[config.mk]
export PLATFORM = sky130hd
export DESIGN_NAME = modular_arith_unit
export DESIGN_NICKNAME = d
export VERILOG_FILES = /design/src/sv/mau_pkg.sv /design/src/sv/modular_arith_unit.sv /design/src/sv/mau_front.sv /design/src/sv/mau_back.sv
export SDC_FILE = /design/constraint.sdc
export NUM_CORES = 2
export LEC_CHECK = 0
export ABC_AREA = 0
export BUFFER_PORTS_ARGS = -buffer_cell sky130_fd_sc_hd__buf_4
export CAP_MARGIN = 20
export CELL_PAD_IN_SITES_DETAIL_PLACEMENT = 1
export CELL_PAD_IN_SITES_GLOBAL_PLACEMENT = 1
export CORE_MARGIN = 3
export CORE_UTILIZATION = 30
export DETAILED_ROUTE_END_ITERATION = 6
export GPL_TIMING_DRIVEN = 0
export PLACE_DENSITY = 0.59
export SLEW_MARGIN = 20
export SYNTH_ARGS = -nofsm -noshare
export SYNTH_HDL_FRONTEND = slang
export SYNTH_HIERARCHICAL = 1
export SYNTH_SLANG_ARGS = --single-unit
[constraint.sdc]
create_clock -name clk -period 17.5 [get_ports clk]
set_input_delay 3.5 -clock clk [delete_from_list [all_inputs] [get_ports clk]]
set_output_delay 3.5 -clock clk [all_outputs]
set_load 0.03 [all_outputs]
[src/sv/mau_pkg.sv]
`default_nettype none
package mau_pkg;
    typedef enum logic [1:0] {
        OP_ADD = 2'd0,
        OP_SUB = 2'd1,
        OP_MUL = 2'd2,
        OP_DIV = 2'd3
    } op_t;

    typedef enum logic [2:0] {
        BK_IDLE,
        BK_RED,
        BK_EUC,
        BK_MUL,
        BK_MRED,
        BK_DONE
    } bk_state_t;

    localparam logic [30:0] MODULUS_RESET = 31'd1000000007;
endpackage
`default_nettype wire

[src/sv/modular_arith_unit.sv]
// The back end reduces both operands modulo m; for divide it then runs extended
// Euclid iterations to invert b, and multiply and divide reduce a product at the end.
// Back end runs one item at a time and takes no new item until it is idle;
// the front register and a one-entry queue hold up to two more items.
// Reset: asynchronous active low, modulus returns to 1000000007.
// Results are strobed for one cycle; the receiver cannot stall.
`default_nettype none
module modular_arith_unit
    import mau_pkg::*;
#(
    parameter int OPERAND_WIDTH = 64,
    parameter int MODULUS_WIDTH = 31
)
(
    input  wire logic                     clk,
    input  wire logic                     rst_n,
    input  wire logic                     cfg_we,
    input  wire logic [30:0]              cfg_data,
    input  wire logic                     start,
    output logic                          busy,
    input  wire logic [1:0]               mode,
    input  wire logic [OPERAND_WIDTH-1:0] operand_a,
    input  wire logic [OPERAND_WIDTH-1:0] operand_b,
    output logic                          result_valid,
    output logic [30:0]                   residue,
    output logic                          no_inverse
);
    logic [MODULUS_WIDTH-1:0] mod_reg;

    always_ff @(posedge clk or negedge rst_n)
    begin
        if (!rst_n)
            mod_reg <= MODULUS_RESET[MODULUS_WIDTH-1:0];
        else if (cfg_we)
            mod_reg <= cfg_data[MODULUS_WIDTH-1:0];
    end

    logic q_push, q_pop, q_valid_reg, bk_idle;
    logic [1:0] f_mode, q_mode_reg;
    logic [OPERAND_WIDTH-1:0] f_a, f_b, q_a_reg, q_b_reg;
    logic [MODULUS_WIDTH-1:0] res_w;

    mau_front #(.OW(OPERAND_WIDTH)) u_front (
        .clk(clk), .rst_n(rst_n), .start(start), .mode(mode),
        .operand_a(operand_a), .operand_b(operand_b),
        .q_full(q_valid_reg && !q_pop), .q_push(q_push),
        .q_mode(f_mode), .q_a(f_a), .q_b(f_b), .busy(busy)
    );

    // one-entry queue between front and back
    always_ff @(posedge clk or negedge rst_n)
    begin
        if (!rst_n)
            q_valid_reg <= 1'b0;
        else if (q_push)
            q_valid_reg <= 1'b1;
        else if (q_pop)
            q_valid_reg <= 1'b0;
    end

    always_ff @(posedge clk)
    begin
        if (q_push)
        begin
            q_mode_reg <= f_mode;
            q_a_reg    <= f_a;
            q_b_reg    <= f_b;
        end
    end

    mau_back #(.OW(OPERAND_WIDTH), .MW(MODULUS_WIDTH)) u_back (
        .clk(clk), .rst_n(rst_n), .m(mod_reg),
        .q_valid(q_valid_reg), .q_mode(q_mode_reg), .q_a(q_a_reg), .q_b(q_b_reg),
        .q_pop(q_pop), .done(result_valid), .residue(res_w),
        .no_inverse(no_inverse), .idle(bk_idle)
    );

    assign residue = 31'(res_w);

    a_pop_valid: assert property (@(posedge clk) disable iff (!rst_n)
        q_pop |-> q_valid_reg) else $error("pop of empty queue");
    a_done_idle: assert property (@(posedge clk) disable iff (!rst_n)
        result_valid |=> bk_idle) else $error("back not idle after result");
    a_flag_div: assert property (@(posedge clk) disable iff (!rst_n)
        result_valid && no_inverse |-> residue == 31'd0) else $error("flag with residue");
endmodule
`default_nettype wire

[src/sv/mau_front.sv]
`default_nettype none
module mau_front
    import mau_pkg::*;
#(
    parameter int OW = 64
)
(
    input  wire logic          clk,
    input  wire logic          rst_n,
    input  wire logic          start,
    input  wire logic [1:0]    mode,
    input  wire logic [OW-1:0] operand_a,
    input  wire logic [OW-1:0] operand_b,
    input  wire logic          q_full,
    output logic               q_push,
    output logic [1:0]         q_mode,
    output logic [OW-1:0]      q_a,
    output logic [OW-1:0]      q_b,
    output logic               busy
);
    // single-entry holding register in front of the queue
    logic          hold_reg;
    logic [1:0]    mode_reg;
    logic [OW-1:0] a_reg, b_reg;

    assign busy   = hold_reg;
    assign q_push = hold_reg && !q_full;
    assign q_mode = mode_reg;
    assign q_a    = a_reg;
    assign q_b    = b_reg;

    always_ff @(posedge clk or negedge rst_n)
    begin
        if (!rst_n)
        begin
            hold_reg <= 1'b0;
        end
        else if (start && !hold_reg)
        begin
            hold_reg <= 1'b1;
        end
        else if (q_push)
        begin
            hold_reg <= 1'b0;
        end
    end

    always_ff @(posedge clk)
    begin
        if (start && !hold_reg)
        begin
            mode_reg <= mode;
            a_reg    <= operand_a;
            b_reg    <= operand_b;
        end
    end
endmodule
`default_nettype wire

[src/sv/mau_back.sv]
`default_nettype none
module mau_back
    import mau_pkg::*;
#(
    parameter int OW = 64,
    parameter int MW = 31
)
(
    input  wire logic          clk,
    input  wire logic          rst_n,
    input  wire logic [MW-1:0] m,
    input  wire logic          q_valid,
    input  wire logic [1:0]    q_mode,
    input  wire logic [OW-1:0] q_a,
    input  wire logic [OW-1:0] q_b,
    output logic               q_pop,
    output logic               done,
    output logic [MW-1:0]      residue,
    output logic               no_inverse,
    output logic               idle
);
    localparam int PW = 2 * MW;
    localparam int CW = $clog2(OW + 1);
    localparam int QW = $clog2(MW + 1);

    bk_state_t state_reg, state_next;

    logic [1:0]    mode_reg;
    logic          nega_reg, negb_reg;
    logic [OW-1:0] ma_reg, mb_reg;         // magnitudes, shifted out msb first
    logic [MW:0]   ra_reg, rb_reg;         // partial remainders
    logic [CW-1:0] cnt_reg;
    // euclid: r0,r1 remainders; t0,t1 coefficients mod m
    logic [MW-1:0] r0_reg, r1_reg, t0_reg, t1_reg;
    logic [MW-1:0] x_reg, y_reg;           // multiplier operands
    logic [PW-1:0] p_reg;
    logic [MW:0]   pr_reg;                 // product reduction remainder
    logic [MW-1:0] res_reg;
    logic          flag_reg;
    // binary long division for euclid quotient step
    logic [MW-1:0] qd_rem_reg, qd_q_reg;
    logic [QW-1:0] qd_cnt_reg;
    logic          qd_busy_reg;
    logic [MW-1:0] qt_reg;                 // q*t1 mod m accumulator
    logic          qt_phase_reg;

    logic          m_ok;
    assign m_ok = (m >= MW'(2));

    assign idle = (state_reg == BK_IDLE);
    assign q_pop = (state_reg == BK_IDLE) && q_valid;

    always_comb
    begin
        state_next = state_reg;
        case (state_reg)
            BK_IDLE: if (q_valid) state_next = BK_RED;
            BK_RED:  if (cnt_reg == CW'(OW)) state_next = (mode_reg == OP_DIV) ? BK_EUC : BK_MUL;
            BK_EUC:  if (!qd_busy_reg && !qt_phase_reg && r1_reg == '0) state_next = BK_MUL;
            BK_MUL:  state_next = BK_MRED;
            BK_MRED: if (cnt_reg == CW'(0)) state_next = BK_DONE;
            BK_DONE: state_next = BK_IDLE;
            default: state_next = BK_IDLE;
        endcase
    end

    always_comb
    begin
        done       = (state_reg == BK_DONE);
        residue    = res_reg;
        no_inverse = flag_reg;
    end

    always_ff @(posedge clk or negedge rst_n)
    begin
        if (!rst_n)
            state_reg <= BK_IDLE;
        else
            state_reg <= state_next;
    end

    function automatic logic [MW:0] rstep(input logic [MW:0] r, input logic bit_in,
                                           input logic [MW-1:0] md);
        logic [MW+1:0] s;
        s = {r, bit_in};
        if (s >= {2'b0, md})
            s = s - {2'b0, md};
        return s[MW:0];
    endfunction

    function automatic logic [MW-1:0] fixneg(input logic neg, input logic [MW:0] r,
                                             input logic [MW-1:0] md);
        if (neg && r != '0)
            return md - r[MW-1:0];
        return r[MW-1:0];
    endfunction

    logic [MW-1:0] a_res, b_res;
    assign a_res = fixneg(nega_reg, ra_reg, m);
    assign b_res = fixneg(negb_reg, rb_reg, m);

    logic [MW:0] msum;
    logic [MW:0] qt_dbl;
    logic [MW:0] pr_next;

    assign msum    = {1'b0, a_res} + {1'b0, b_res};
    assign pr_next = rstep(pr_reg, p_reg[PW-1], m);

    // qt = q * t1 mod m, msb first double-and-add
    always_comb
    begin
        qt_dbl = {qt_reg, 1'b0};
        if (qt_dbl >= {1'b0, m}) qt_dbl = qt_dbl - {1'b0, m};
        if (qd_q_reg[MW-1])
        begin
            qt_dbl = qt_dbl + {1'b0, t1_reg};
            if (qt_dbl >= {1'b0, m}) qt_dbl = qt_dbl - {1'b0, m};
        end
    end

    always_ff @(posedge clk)
    begin
        case (state_reg)
            BK_IDLE:
            begin
                if (q_valid)
                begin
                    mode_reg <= q_mode;
                    nega_reg <= q_a[OW-1];
                    negb_reg <= q_b[OW-1];
                    ma_reg   <= q_a[OW-1] ? (~q_a + OW'(1)) : q_a;
                    mb_reg   <= q_b[OW-1] ? (~q_b + OW'(1)) : q_b;
                    ra_reg   <= '0;
                    rb_reg   <= '0;
                    cnt_reg  <= '0;
                end
            end
            BK_RED:
            begin
                if (cnt_reg != CW'(OW))
                begin
                    ra_reg  <= rstep(ra_reg, ma_reg[OW-1], m);
                    rb_reg  <= rstep(rb_reg, mb_reg[OW-1], m);
                    ma_reg  <= ma_reg << 1;
                    mb_reg  <= mb_reg << 1;
                    cnt_reg <= cnt_reg + CW'(1);
                end
                else
                begin
                    flag_reg     <= 1'b0;
                    r0_reg       <= m;
                    r1_reg       <= b_res;
                    t0_reg       <= '0;
                    t1_reg       <= MW'(1);
                    qd_busy_reg  <= 1'b0;
                    qt_phase_reg <= 1'b0;
                    case (mode_reg)
                        OP_ADD:
                        begin
                            y_reg <= '0;
                            x_reg <= (msum >= {1'b0, m}) ? MW'(msum - {1'b0, m}) : msum[MW-1:0];
                        end
                        OP_SUB:
                        begin
                            y_reg <= '0;
                            x_reg <= (a_res >= b_res) ? a_res - b_res : a_res + (m - b_res);
                        end
                        default:
                        begin
                            x_reg <= a_res;
                            y_reg <= b_res;
                        end
                    endcase
                end
            end
            BK_EUC:
            begin
                if (qd_busy_reg)
                begin
                    // restoring division r0 / r1, one quotient bit a cycle
                    if ({qd_rem_reg, r0_reg[MW-1]} >= {1'b0, r1_reg})
                    begin
                        qd_rem_reg <= MW'({qd_rem_reg, r0_reg[MW-1]} - {1'b0, r1_reg});
                        qd_q_reg   <= {qd_q_reg[MW-2:0], 1'b1};
                    end
                    else
                    begin
                        qd_rem_reg <= {qd_rem_reg[MW-2:0], r0_reg[MW-1]};
                        qd_q_reg   <= {qd_q_reg[MW-2:0], 1'b0};
                    end
                    r0_reg <= r0_reg << 1;
                    if (qd_cnt_reg == QW'(1))
                    begin
                        qd_busy_reg  <= 1'b0;
                        qt_phase_reg <= 1'b1;
                        qt_reg       <= '0;
                        qd_cnt_reg   <= QW'(MW);
                    end
                    else
                        qd_cnt_reg <= qd_cnt_reg - QW'(1);
                end
                else if (qt_phase_reg)
                begin
                    qd_q_reg   <= qd_q_reg << 1;
                    qd_cnt_reg <= qd_cnt_reg - QW'(1);
                    if (qd_cnt_reg == QW'(1))
                    begin
                        qt_phase_reg <= 1'b0;
                        r0_reg <= r1_reg;
                        r1_reg <= qd_rem_reg;
                        t0_reg <= t1_reg;
                        t1_reg <= (t0_reg >= qt_dbl[MW-1:0]) ? t0_reg - qt_dbl[MW-1:0]
                                  : t0_reg + (m - qt_dbl[MW-1:0]);
                    end
                    else
                        qt_reg <= qt_dbl[MW-1:0];
                end
                else if (r1_reg != '0)
                begin
                    qd_busy_reg <= 1'b1;
                    qd_rem_reg  <= '0;
                    qd_q_reg    <= '0;
                    qd_cnt_reg  <= QW'(MW);
                end
                else
                begin
                    if (r0_reg == MW'(1))
                        y_reg <= t0_reg;
                    else
                    begin
                        y_reg    <= '0;
                        flag_reg <= 1'b1;
                    end
                end
            end
            BK_MUL:
            begin
                p_reg   <= PW'(x_reg) * PW'(y_reg);
                pr_reg  <= '0;
                cnt_reg <= CW'(PW);
                if (mode_reg == OP_ADD || mode_reg == OP_SUB)
                    y_reg <= MW'(1);
            end
            BK_MRED:
            begin
                if (cnt_reg != CW'(0))
                begin
                    if (mode_reg == OP_ADD || mode_reg == OP_SUB)
                        cnt_reg <= CW'(0);
                    else
                    begin
                        pr_reg  <= pr_next;
                        p_reg   <= p_reg << 1;
                        cnt_reg <= cnt_reg - CW'(1);
                    end
                end
                if (!m_ok)
                begin
                    res_reg  <= '0;
                    flag_reg <= 1'b0;
                end
                else if (cnt_reg != CW'(0))
                begin
                    res_reg <= (mode_reg == OP_ADD || mode_reg == OP_SUB) ? x_reg
                               : pr_next[MW-1:0];
                end
            end
            default: ;
        endcase
    end
endmodule
`default_nettype wire

After elaboration in Yosys (flattened, before gate mapping)
Cells that the tools add are included.
{ "totals": {"register_bits": 911, "inputBits": 165, "output_inout_bits": 34, "word_cells": 265} }
{ "classes": {"add_sub_neg": 22, "mul": 1, "n_lt_le_gt_ge": 10, "eq_ne": 34, "muxes": 111, "bitwise": 3, "reduce_logical": 50} }
{ "op_table": {"columns": ["operator", "n"], "rows": [
  ["$mux W31", 44],
  ["$mux W64", 6],
  ["$pmux W31 S2", 5],
  ["$mux W32", 9],
  ["$sub A31 B31 Y31", 9],
  ["$pmux W64 S2", 2],
  ["$pmux W32 S2", 3],
  ["$add A64 B1 Y64 const B", 2],
  ["$ge A32 B31 Y1", 4],
  ["$not A64 Y64", 2],
  ["$sub A32 B31 Y32", 4],
  ["$mux W62", 2],
  ["$pmux W62 S2", 1],
  ["$ge A33 B31 Y1", 3],
  ["$pmux W31 S3", 1],
  ["$reduce_bool A32 Y1", 2],
  ["$add A31 B31 Y31", 2],
  ["$ge A31 B31 Y1", 2],
  ["$mul A31 B31 Y62", 1],
  ["$add A31 B31 Y32", 1],
  ["$add A32 B31 Y32", 1],
  ["$eq A31 B1 Y1 const B", 1],
  ["$ge A31 B2 Y1 const B", 1],
  ["$logic_not A31 Y1", 1],
  ["42 further kinds", 122]
]} }

Longest topological paths before layout
{ "depth": {"word_depth": 13, "depth_mapped": 55, "depth_no_buf": 52} }

Cells and area by module
Netlist, hierarchy kept.
{ "modules_own_cells": {"columns": ["mod", "instances", "cells_each", "area_per_inst_um2", "seq_area_each_um2"], "rows": [
  ["mau_back", 1, 9869, 85919.9, 18542.8],
  ["modular_arith_unit", 1, 198, 5119.9, 4724.5],
  ["mau_front", 1, 134, 3957.5, 3928.8]
]} }

Worst setup path before layout
Ideal clock, no wire load.
{ "synth_path": {"path_type": "reg2reg", "from": "register mod_reg[1]", "to": "register u_back.t1_reg[0], data pin", "setup_time_ps": 277, "t_arrival_ps": 11911, "required_ps": 17223, "setup_slack_ps": 5312, "stages_incl_launch_ff": 47, "cell_sequence": "dfstp_2 > inv_1 > fa_1 > a21o_1 > nor2b_1 > o311ai_0 > nand2_1 > a2111oi_0 > o211a_1 > clkbuf_1 > clkbuf_1 > nor2_1 > ha_1 > fa_1 > a211o_1 > a2111o_1 > a21boi_0 > o21ai_0 > (+11 left out) > mux2i_1 > clkbuf_1 > clkbuf_1 > a211oi_1 > a21oi_1 > ha_1 > o21a_1 > o31a_1 > o311ai_0 > a211oi_1 > o211ai_1 > a21oi_1 > a211o_1 > a211oi_1 > o31ai_1 > clkinv_1 > clkbuf_1 > o211ai_1"} }
{ "synth_between": {"elab_chain_cells": 13, "word_cells_on_any_way": 17, "classes_between": "add/sub: 6; order compare: 3; mux: 8"} }
{ "synth_rtl": {"columns": ["element", "line_no", "source"], "rows": [
  ["from (decl)", "modular_arith_unit.sv:28", "logic [MODULUS_WIDTH-1:0] mod_reg;"],
  ["from (signal assigned)", "modular_arith_unit.sv:33", "mod_reg <= MODULUS_RESET[MODULUS_WIDTH-1:0];"],
  ["from (signal assigned)", "modular_arith_unit.sv:35", "mod_reg <= cfg_data[MODULUS_WIDTH-1:0];"],
  ["$sub A32 B31 Y32 / $ge A32 B31 Y1 (equally long branches)", "mau_back.sv:113", "if (qt_dbl >= {1'b0, m}) qt_dbl = qt_dbl - {1'b0, m};"],
  ["$mux W32", "mau_back.sv:113", null],
  ["$add A32 B31 Y32", "mau_back.sv:116", "qt_dbl = qt_dbl + {1'b0, t1_reg};"],
  ["$ge A32 B31 Y1 / $sub A31 B31 Y31 (equally long branches)", "mau_back.sv:117", "if (qt_dbl >= {1'b0, m}) qt_dbl = qt_dbl - {1'b0, m};"],
  ["$mux W31", "mau_back.sv:117", null],
  ["$mux W31 *", "mau_back.sv:114", "if (qd_q_reg[MW-1])"],
  ["$sub A31 B31 Y31", "mau_back.sv:213", ": t0_reg + (m - qt_dbl[MW-1:0]);"],
  ["$add A31 B31 Y31", "mau_back.sv:213", null],
  ["$mux W31 *", "mau_back.sv:212", "t1_reg <= (t0_reg >= qt_dbl[MW-1:0]) ? t0_reg - qt_dbl[MW-1:0]"],
  ["$mux W31 *", "mau_back.sv:206", "if (qd_cnt_reg == QW'(1))"],
  ["$mux W31 *", "mau_back.sv:202", "else if (qt_phase_reg)"],
  ["$mux W31 *", "mau_back.sv:178", "if (qd_busy_reg)"],
  ["$pmux W31 S2 *", "mau_back.sv:123", "case (state_reg)"],
  ["to (signal assigned)", "mau_back.sv:212", null],
  ["to (decl)", "mau_back.sv:34", "logic [MW-1:0] r0_reg, r1_reg, t0_reg, t1_reg;"]
]} }
Every way passes the cells marked *; elsewhere a longest branch is shown, timed or not. The select of a mux whose other input is x is not followed.
A chain may end at the register's enable or synchronous reset.

Final worst setup path
Ends and elaborated chain as after synthesis.

==> impl_metrics.yaml <==
yosys:
  ys_warn_count: 6
  synth_area_um2: 95000
  synth_mux_area_share_pct: 2.041
  synth_cell_type_count: 87
  synth_compound_area_share_pct: 14.20
  syn_inst: 10200
  yosys.area_share.simple_pct: 14.66
  synth_top_area_share_pct: 27.66
  yosysSeqAreaShare_pct: 28.63
  avgSynthCellArea_um2: 9.313
  synth_ff_type: "edfxtp_1"
  netlist_top_cells_area: "edfxtp_1, fa_1, ha_1"
  synth_xor_area_share_pct: 4.975
  synth-edff-count: 875
  syn-num-nets: 12000
  synth_top_family_by_area: "adder cells"
  synth_area_leader_cell: "edfxtp_1"
  synth-async-reset-ratio_pct: 3.952
  synthAdderAreaFrac_pct: 28.73
  synth_seq_cells: 911
die:
  die_x_um: 568.7
  fp.dieH_um: 568.7
  initial_core_util_pct: 30.31
  rows: 205
  io-pin-count: 199
  core-area_um2: 313400
  die-area_um2: 323400
clocking:
  cts_root_buf: "clkbuf_16"
  cts_buffers: 118
  clk_path_buf_depth: 4
  cts_sinks: 911
  htreeDepth: 3
  cts.clk_slew.worst_paths_ps: 60
  clk_latency_ps: 900
  cts_tree: "yes"
cells_and_area:
  drive_above_1_share_pct: 6.354
  fin_util_pct: 34.08
  layout_commonest_cell: "nand2_1"
  multi_input_area_um2: 61630
  stdcell_area_um2: 106800
  register_area_um2: 27200
  layout.nets: 12390
  fillCellCount: 36210
  area_delta_synth_final_pct: 12.44
  final_cell_mix: "nand2_1, inv_1, fa_1"
critical_path:
  worst-path-max-fanout: 14
  end_kind: "register"
  cp_common_cell: "o21ai_0"
  crit_slowest_cell: "dfstp_4"
  slowest_delay_ps: 920
  worst-path-buf-inv: 7
  critPathKind: "register to register"
  worstPathRequired_ps: 18040
  arrival_ps: 17020
  crit_family: "compound AO/OA/AOI/OAI gates"
  cp-start-kind: "register"
route:
  route.detailed.drc: 0
  drt_iter0_drc: 6061
  ant_nets: 0
  vias_per_cell: 5.339
  firstDrtPassIters: 5
  drt-total-wl_um: 406700
  wl_per_cell_um: 27.39
  vias: 79290
grt:
  grt_max_degree: 56
  antenna_found_initial: 33
  grt_pass1_wl_um: 585500
  grt_usage_pct: 24.66
  grt_pass1_vias: 84030
  overflow: 0
timing:
  period_share_pct: 94.14
  fin_crit_ps: 16470
  maxSlewHeadroom_pct: 16.87
  holdWs_ps: 417.0
  max_freq_ghz: 0.06070
  max_slew.worst_pin.slew_ps: 1212
  fin_skew_ps: 131.7
  layout_setup_ws_ps: 1026
  hold_viol: 0
  setup_viol: 0
  drv_slew: 0
  rsz0062_at_grt: "false"
placement:
  hpwl_um: 331600
  place_area_um2: 102900
  routabilityCongestion: 0.9568
  io_buffer_count: 198
  preCtsSetupSlack_ps: -1305
run_status:
  outcome: "finished, final reports clean"
flow_run:
  cap_violations: 0
hold_path:
  hp-class: "register to register"
-- layout make-up --
| class | count | share of cell area, % |
|---|---|---|
| multi-input cells | 7583 | 57.70 |
| flip-flops and latches | 911 | 25.47 |
| well taps | 4140 | 4.850 |
| inverters | 1269 | 4.468 |
| clock buffers | 151 | 2.957 |
| repair buffers | 272 | 2.369 |
| plain buffers | 437 | 1.578 |
| clock inverters | 63 | 0.5599 |
| diodes | 25 | 0.05857 |
-- routing by layer --
layer | GRT usage [%] | vias up | share of wire (%)
met5 | 0 | - | 0.0096
met2 | 39.92 | 2357 | 46
li1 | - | 35450 | -
met3 | 3.062 | 628 | 5.2
met4 | 12.56 | 4 | 5.8
met1 | 32.34 | 40850 | 43
-- what timing repair did --
item	CTS	global route
hold buffers	0	0
setup buffers	3	0
resized for setup	8	2
hold endpoints to repair	0	0
endpoints found under the setup margin	31	31
-- worst paths after layout --
check                                               start                              end  slack (ps)  depth (start not counted)
worst max-delay path               mod_reg[1]$_DFFE_PN1P_   u_back/t1_reg[0]$_SDFFCE_PN1P_        1030                         49
worst min-delay path            u_front/q_a[43]$_DFFE_PP_            q_a_reg[43]$_DFFE_PP_         420                          0
worst max register to register     mod_reg[1]$_DFFE_PN1P_   u_back/t1_reg[0]$_SDFFCE_PN1P_        1030                         49
worst min register to register  u_front/q_a[43]$_DFFE_PP_            q_a_reg[43]$_DFFE_PP_         420                          0
max in group asynchronous                           rst_n  u_back/state_reg[1]$_DFFE_PN0P_       14440                          1
min in group asynchronous                           rst_n          mod_reg[21]$_DFFE_PN0P_        2600                          1
-- worst register-to-register path: cells and delay by family (launching register included) --
kind                     cells  cell delay (ps)
adder cells (fa/ha/maj)      4             2010
flip-flops                   1              920
XOR/XNOR                     1              190
AO/OA/AOI/OAI               28             7630
AND/OR/NAND/NOR              7             1620
buffers and inverters        7             3270
multiplexers                 2              510
-- synth_stat cells, types with 112 or more instances --
| library cell | instances |
|---|---|
| edfxtp_1 | 875 |
| inv_1 | 1268 |
| nor2_1 | 601 |
| a21oi_1 | 613 |
| o21ai_0 | 616 |
| and2_1 | 232 |
| nand2_1 | 1402 |
| fa_1 | 910 |
| xnor2_1 | 281 |
| nor3_1 | 120 |
| nand3_1 | 146 |
| ha_1 | 725 |
| xor2_1 | 256 |
| nor2b_1 | 112 |
| clkbuf_1 | 420 |
| a21o_1 | 231 |
| mux2i_1 | 127 |
-- through the flow --
step	instances	setup TNS, ps
finish	14850	0
global route	14830	0
CTS	14830	0
detailed placement	14610	-29780
global placement	14540	-68760
floorplan	10200	0
-- kinds of logic after synthesis --
group                      after synthesis
AOI/OAI and AO/OA                     2179
xor gates and xnor gates               538
adders and majority gates             1635
buffers and inverters                 1707
DFF                                    911
muxes                                  186
and+or+nand+nor                       3045
Power is not shown: default switching activity piles up to over one toggle a cycle in this logic, so the estimate is an artifact.
